--- src/bsgf_pkg.sv ---
// Shared types and constants for the bitmap set/get/find-first block.
package bsgf_pkg;

    localparam int FIELD_W   = 13;
    localparam int WORD_BITS = 32;
    localparam int BIT_W     = $clog2(WORD_BITS);

    typedef enum logic [1:0] {
        CMD_GET  = 2'd0,
        CMD_SET  = 2'd1,
        CMD_FIND = 2'd2,
        CMD_SIZE = 2'd3
    } cmd_t;

    localparam logic [1:0] STAT_OK    = 2'd0;
    localparam logic [1:0] STAT_RANGE = 2'd1;
    localparam logic [1:0] STAT_LIMIT = 2'd2;

    typedef struct packed {
        logic first;   // word holds the start of the range
        logic last;    // word holds the last bit of the range
        logic value;   // bit value being searched for
    } scan_ctl_t;

    typedef struct packed {
        logic             hit;
        logic [BIT_W-1:0] pos;
    } scan_res_t;

endpackage

--- src/bsgf_ram.sv ---
// Single-port-write, single-port-read word memory with registered read data.
module bsgf_ram #(
    parameter int DEPTH = 128,
    parameter int AW    = 7
) (
    input  logic                           aclk,
    input  logic                           we,
    input  logic [AW-1:0]                  waddr,
    input  logic [bsgf_pkg::WORD_BITS-1:0] wdata,
    input  logic [AW-1:0]                  raddr,
    output logic [bsgf_pkg::WORD_BITS-1:0] rdata
);

    logic [bsgf_pkg::WORD_BITS-1:0] mem [DEPTH];
    logic [bsgf_pkg::WORD_BITS-1:0] rdata_reg;

    always_ff @(posedge aclk) begin
        if (we) begin
            mem[waddr] <= wdata;
        end
        rdata_reg <= mem[raddr];
    end

    assign rdata = rdata_reg;

endmodule

--- config.mk ---
export PLATFORM = sky130hd
export DESIGN_NAME = bsgf_ram
export DESIGN_NICKNAME = d
export VERILOG_FILES = /design/src/bsgf_pkg.sv /design/src/bsgf_ram.sv
export SDC_FILE = /design/constraint.sdc
export NUM_CORES = 2
export LEC_CHECK = 0
export BUFFER_PORTS_ARGS = -buffer_cell sky130_fd_sc_hd__buf_2
export CAP_MARGIN = 20
export CORE_ASPECT_RATIO = 0.9
export CORE_MARGIN = 2
export CORE_UTILIZATION = 40
export CTS_CLUSTER_SIZE = 8
export DETAILED_ROUTE_END_ITERATION = 12
export PLACE_DENSITY = 0.59
export SLEW_MARGIN = 25
export SYNTH_ARGS = -nofsm -noshare
export SYNTH_HDL_FRONTEND = slang
export SYNTH_SLANG_ARGS = --single-unit
--- constraint.sdc ---
create_clock -name aclk -period 5.38 [get_ports aclk]
set_clock_uncertainty 0.15 [all_clocks]
set_input_delay 1.076 -clock aclk [delete_from_list [all_inputs] [get_ports aclk]]
set_output_delay 1.076 -clock aclk [all_outputs]
set_load 0.01 [all_outputs]
==> run summary <==
Leading area contributor after synthesis = edfxtp_1
Synth-to-Final Area Change = 17.1%
CP delay by family, top = multiplexers
Req. time, crit path = 6120 ps
Worst Tran Pin Value = 1070 ps
Routed WL = 426 mm
CTS clk-pin slew, worst paths = 50 ps
Setup Fix Bufs, Post-CTS = 0
First-pass GRT wire length = 590 mm
Number of I/O pins = 80
Crit share post-route = 71.5%
Post-synth EDFFs = 4096
Static Leak = 56.3 nW
Most frequent CP cell = mux4_2
Rows = 217
Worst Path Arrival = 4580 ps
Status = completed
Antenna violations before repair = 64
Post-layout min period = 3840 ps
Starting Density = 40.2%
Final Slew Violations = 0
Vias in the first global route = 73.3k
Skew-Pair Late Insertion Delay = 1030 ps
Syn nets = 6038
Drt drc = 0
Power per cell area = 394 nW/um2
Via-to-Cell Ratio = 5.96
Hold Crit Class = in2reg
Total GRT Usage = 21.4%
Post-Syn Instances = 5990
Final hold vios = 0
I/O Buffers = 79
Asr flop ratio synth = 0%
Setup CP Type = in2reg
Crit-path cells = buf_12 -> buf_12 -> buf_4 -> mux4_2 -> mux4_2 -> mux4_2 -> mux2_2
Setup TNS = 0 ps
Vias = 71.7k
Post-DP HPWL = 236 mm
Worst slew margin = 28.3%
Share of the synthesized area in the top cell type = 78.7%
Synth Flop Type = edfxtp_1
YS warnings = 0
Number of library cell types mapped by synthesis = 17
CTS buffer count = 586
Clk sinks = 4128
Routed Antenna Nets = 0
Most numerous cell in the Yosys netlist = edfxtp_1
Nets = 6752
Final non-filler cell area = 183000 um2
CTS root buf = clkbuf_16
Max Cap Viol = 0
CP max-delay cell = mux4_2
CTS Hold Bufs = 0
Largest net degree at the start of global routing = 128
Synth top cells by count = edfxtp_1, mux4_2, clkbuf_1
Synth area leaders = edfxtp_1, mux4_2, clkbuf_1
Worst IR drop on VDD = 338 uV
H-tree level count = 6
#FFs+latches synth = 4128
Clock Path Buffers = 4
CP startpoint kind = input port
Placer Congestion = 0.815
Max reg flops = 4096
Sequential area share after synthesis = 79.1%
Worst Path Max Fanout = 39
Post-layout util = 47.1%
Die X = 663 um
Mean Syn Cell Area = 26.1 um2
CP max stage delay = 670 ps
Critical Path Sink Type = register
CTS tree = done
CP bufs+invs = 3
Drt wl/cell = 35.4 um
Remaining global-route overflow = 0
Layout cells sized above 1 = 37.9%
First-pass DRT Iterations = 5
Core Area = 389000 um2
Unrepaired setup endpoints after global routing = no
Drt first-iter violations = 9611
CTS resizes = 0
Die boundary height = 597 um
Min Hold Slack = 144 ps
F_max = 260 MHz
Synthesized area = 156000 um2
# setup viols final = 0
Die area = 396000 um2
Post-DP Area = 167000 um2
-- report_power, final --
group / switching, mW / leakage, nW / total (mW) / internal (mW)
clock: 13.1 / 7.81 / 32.8 / 19.7
sequential: 0.161 / 37.1 / 35.8 / 35.6
combinational: 2.18 / 11.4 / 3.55 / 1.37
total: 15.4 / 56.3 / 72.2 / 56.7
-- cell usage in the layout (no fill, tap or decap), drive strengths merged --
cell type and instances:
buf 442, dfxtp 32, nor2 122, mux4 1344, mux2 32, clkinv 27
diode 42, nand4 3, edfxtp 4096, nor2b 7, inv 23, nand2 14
nor3 9, nand2b 2, clkbuf 689, nand3 12, or3 1
-- layer usage --
metal  track usage (%)  part of all wire (%)
met5                 0                 0.030
met2              33.9                    48
met1              30.4                    41
met4              5.50                   2.6
met3              4.49                   9.2
-- worst paths after layout --
path | from | endpoint | slack, ps | depth (start not counted)
max | raddr[0] | rdata[12]$_DFF_P_ | 1540 | 7
min reg2reg | mem[76][13]$_DFFE_PP_ | rdata[13]$_DFF_P_ | 980 | 4
min | wdata[10] | mem[18][10]$_DFFE_PP_ | 140 | 1
max reg2reg | mem[50][5]$_DFFE_PP_ | rdata[5]$_DFF_P_ | 2580 | 4
-- stage by stage --
| stage | setup WS (ps) | power (mW) | instances |
|---|---|---|---|
| after floorplan | 915 | 38.0 | 5990 |
| after global placement | 480 | 39.9 | 11300 |
| after detailed placement | 468 | 39.9 | 11300 |
| after CTS | 1550 | 72.7 | 12000 |
| after global routing | 1460 | 74.1 | 12000 |
| final | 1540 | 72.2 | 12000 |
-- logic make-up after synthesis --
| group | after synthesis | synth area share (%) |
|---|---|---|
| muxes | 1376 | 19.6 |
| and+or+nand+nor | 170 | 0.446 |
| DFF | 4128 | 79.1 |
| buffers and inverters | 316 | 0.839 |
-- layout make-up --
| cell class | count | area [um2] |
|---|---|---|
| clock inverter | 50 | 867 |
| clock buffer | 689 | 15200 |
| timing repair buffer | 442 | 4450 |
| tap | 5146 | 6440 |
| fill | 30800 | 206000 |
| sequential | 4128 | 124000 |
| antenna | 42 | 105 |
| multi-input combinational | 1546 | 32300 |
No activity file was read; power rests on OpenSTA's default activity.
