$ cat config.mk
export PLATFORM = sky130hd
export DESIGN_NAME = bsgf_word_scan
export DESIGN_NICKNAME = d
export VERILOG_FILES = /design/src/bsgf_pkg.sv /design/src/bsgf_word_scan.sv
export SDC_FILE = /design/constraint.sdc
export NUM_CORES = 1
export LEC_CHECK = 0
export ABC_AREA = 1
export BUFFER_PORTS_ARGS = -buffer_cell sky130_fd_sc_hd__buf_4
export CORE_ASPECT_RATIO = 0.7
export CORE_MARGIN = 5
export CORE_UTILIZATION = 53
export DETAILED_ROUTE_END_ITERATION = 12
export PLACE_DENSITY_LB_ADDON = 0.05
export SYNTH_ARGS = -nofsm -noshare
export SYNTH_HDL_FRONTEND = slang
export SYNTH_SLANG_ARGS = --single-unit
export TNS_END_PERCENT = 1
$ cat constraint.sdc
create_clock -name vclk -period 5.1
set_clock_uncertainty 0.2 [all_clocks]
set_input_delay 1.275 -clock vclk [all_inputs]
set_output_delay 1.275 -clock vclk [all_outputs]
set_load 0.01 [all_outputs]
$ cat src/bsgf_pkg.sv
// Shared types and constants for the bitmap set/get/find-first block.
package bsgf_pkg;

    localparam int FIELD_W   = 13;
    localparam int WORD_BITS = 32;
    localparam int BIT_W     = $clog2(WORD_BITS);

    typedef enum logic [1:0] {
        CMD_GET  = 2'd0,
        CMD_SET  = 2'd1,
        CMD_FIND = 2'd2,
        CMD_SIZE = 2'd3
    } cmd_t;

    localparam logic [1:0] STAT_OK    = 2'd0;
    localparam logic [1:0] STAT_RANGE = 2'd1;
    localparam logic [1:0] STAT_LIMIT = 2'd2;

    typedef struct packed {
        logic first;   // word holds the start of the range
        logic last;    // word holds the last bit of the range
        logic value;   // bit value being searched for
    } scan_ctl_t;

    typedef struct packed {
        logic             hit;
        logic [BIT_W-1:0] pos;
    } scan_res_t;

endpackage

$ cat src/bsgf_word_scan.sv
// Masked first-match search within one memory word.
module bsgf_word_scan (
    input  logic [bsgf_pkg::WORD_BITS-1:0] word,
    input  logic [bsgf_pkg::BIT_W-1:0]     lo,
    input  logic [bsgf_pkg::BIT_W-1:0]     hi,
    input  bsgf_pkg::scan_ctl_t            ctl,
    output bsgf_pkg::scan_res_t            res
);

    logic [bsgf_pkg::WORD_BITS-1:0] sel;
    logic [bsgf_pkg::WORD_BITS-1:0] lo_mask;
    logic [bsgf_pkg::WORD_BITS-1:0] hi_mask;
    logic [bsgf_pkg::WORD_BITS-1:0] hits;

    always_comb begin
        sel     = ctl.value ? word : ~word;
        lo_mask = ctl.first ? ({bsgf_pkg::WORD_BITS{1'b1}} << lo)
                            : {bsgf_pkg::WORD_BITS{1'b1}};
        hi_mask = ctl.last  ? ({bsgf_pkg::WORD_BITS{1'b1}} >>
                               (bsgf_pkg::BIT_W'(bsgf_pkg::WORD_BITS - 1) - hi))
                            : {bsgf_pkg::WORD_BITS{1'b1}};
        hits    = sel & lo_mask & hi_mask;
        res.hit = |hits;
        res.pos = '0;
        // lowest set bit wins
        for (int k = bsgf_pkg::WORD_BITS - 1; k >= 0; k--) begin
            if (hits[k]) begin
                res.pos = bsgf_pkg::BIT_W'(k);
            end
        end
    end

endmodule

==> impl_metrics.csv <==
group,metric,value,unit
die,start_util,56.22,%
sta,slew_viol_final,0,
synthesis,synth.avg_cell_area,5.237,µm²
sta,rsz0062_at_grt,"true",
worst_setup_path,critPathKind,"input pin to primary output",
sta,fin_crit_sh,103.0,%
layout,n_antenna_cell,0,
status,violations,"setup timing",
sta,worst_slack,-0.1522,ns
sta,tns,-0.1522,ns
worst_setup_path,cp_slowest_cell,"o21ai_1",
layout,area_growth,50.09,%
placed_design,place_ws,0.09452,ns
sta,worst_pin_slew,0.4039,ns
synthesis,synth_seq_area_share,0,%
grt,grt_pass1_vias,1770,
worst_setup_path,cp.arrival,3.78,ns
detailed_routing,drt_iter0_drc,425,
placed_design,placed_area,1864,µm²
power,sw_frac_of_total,56.23,%
worst_setup_path,worstPathRequired,3.62,ns
layout,postLayoutCoreUtil,84.38,%
sta,min_period,5.252,ns
grt,grtUsageTotal,26.44,%
sta,setup_viol,1,
power,ir_drop,0.06899,mV
cts,hold_buffers,0,
layout,clkbuf_count,0,
synthesis,syn-cell-area,1414,µm²
detailed_routing,vias_per_cell,5.997,
worst_setup_path,worst_path_largest_cell_delay,0.23,ns
synthesis,synth_nets,315,
layout,fin_nets,383,
synthesis,synth_cells,270,
die,die_w,71.73,µm
worst_setup_path,cp_top_family,"simple AND/OR/NAND/NOR gates",
layout,multi_input_area,1286,µm²
worst_setup_path,crit_fanout,7,
layout,seq_cells,0,
status,status,"complete, but fails checks",
sta,whs,2.843,ns
placed_design,finalWeightedCongestion,1.034,
synthesis,ys_types,37,
power,p_clk_share,0,%
power,p_int,109.0,µW
grt,gr-total-overflow,0,
run,cap_violations,0,
sta,hold_viol_final,0,
worst_setup_path,worstSetupStartpointType,"input pin",
detailed_routing,vias,2219,
die,core,2515,µm²
die,row_count,15,
grt,grt_pass1_wl,8004,µm
grt,grt_antenna_before_repair,0,
sta,slew_headroom,73.05,%
synthesis,synth.top_cell.area_share,20.71,%
die,dieArea,3817,µm²
synthesis,yosysMostFrequentCell,"nand2_1",
die,boundaryPins,51,
synthesis,synth-warning-count,0,
placed_design,placed_cells_incl_taps,359,
detailed_routing,dr.pass1.iters,8,
grt,grt_start_max_net_pins,13,
synthesis,yosys.area_share.adder,0,%
synthesis,synth_compound_area_share,23.36,%
detailed_routing,drc,0,
worst_setup_path,critPathCaptureType,"primary output",
synthesis,synth_top_family_by_area,"simple AND/OR/NAND/NOR gates",
power,powerDensity,117.3,nW/µm²
detailed_routing,routedWlPerCell,16.26,µm
synthesis,synth_simple_gate_area_share,43.27,%
detailed_routing,antenna_left,0,
synthesis,synthMuxAreaShare,0,%
worst_setup_path,path_common_cell,"nand2_1",
power,report.power.total,249.0,µW
worst_hold_path,hp-class,"input pin to primary output",
die,die_y,53.21,µm
power,p_sw,140.0,µW
sta,clock.fmax,190.4,MHz
layout,seq_area,0,µm²
synthesis,synth-xor-area-share,18.58,%
synthesis,netlist_top_cells_area,"nand2_1, xnor2_1, nor2_1",
layout,final_cells,370,
synthesis,synthTopCellsByCount,"nand2_1, nor2_1, inv_1",
worst_setup_path,crit_buf_inv,2,
placed_design,portBuffers,51,
layout,drive_gt1_share,31.55,%
power,p_seq_share,0,%
synthesis,synth_top_area_cell,"nand2_1",
placed_design,dp_hpwl,4359,µm
power,combinationalPowerShare,100.0,%
detailed_routing,wirelength,6015,µm
power,power_leakage,1.066,nW
layout,stdcell_area,2122,µm²
layout,fillCellCount,183,
-- power by group through the flow --
stage	clock network [mW]	logic (mW)	registers, mW
floorplan	0	0.136	0
global placement	0	0.211	0
detailed placement	0	0.212	0
CTS	0	0.213	0
global route	0	0.268	0
finish	0	0.249	0
-- tightest hold or removal path, delay by kind of cell --
family	cells	cell delay (ns)
AND/OR/NAND/NOR	1	0.10
AO/OA/AOI/OAI	1	0.09
XOR/XNOR	1	0.05
buffers and inverters	3	0.25
-- metal layers --
| metal | global-route usage, % | wire (µm) |
|---|---|---|
| met2 | 40.55 | 2517 |
| met4 | 0.9375 | 238 |
| met5 | 0 | 0 |
| met1 | 40.22 | 2469 |
| met3 | 3.985 | 790 |
-- final timing paths --
path,startpoint,endpoint,slack [ns],depth (start not counted)
worst max-delay path,hi[1],res[0],-0.15,35
worst min-delay path,word[0],res[0],2.84,6
-- timing repair --
| action | 4_1_cts | 5_1_grt |
|---|---|---|
| endpoints found under the setup margin | 0 | 2 |
| setup buffers | 0 | 10 |
| resized for setup | 0 | 42 |
-- placed cells by master (no fill, tap or decap), types with 2 or more instances in the layout --
cell	instances
nor2_1	31
nand2_1	73
inv_1	31
buf_12	3
nor2_4	2
buf_6	4
a31oi_1	3
a211oi_1	2
nand3_2	2
buf_4	64
nand4_1	3
nor3_1	3
o211ai_1	2
a21oi_1	10
inv_2	5
nor4_1	3
xnor2_1	24
o21ai_1	2
o2111ai_1	6
nor2_2	5
nand2_2	7
o21ai_0	17
nand3_1	8
xor2_1	6
-- layout make-up --
type	count	share of cell area, %
multi-input cells	224	60.61
repair buffers	73	29.48
inverters	39	7.901
well taps	34	2.005
-- kinds of logic (layout without fill, tap and decap cells) --
| group | count (synthesis) | count (layout) |
|---|---|---|
| xor gates and xnor gates | 30 | 30 |
| and+or+nand+nor | 143 | 143 |
| AOI/OAI and AO/OA | 51 | 51 |
| buffers and inverters | 46 | 112 |
(Power assumes the default switching activity.)
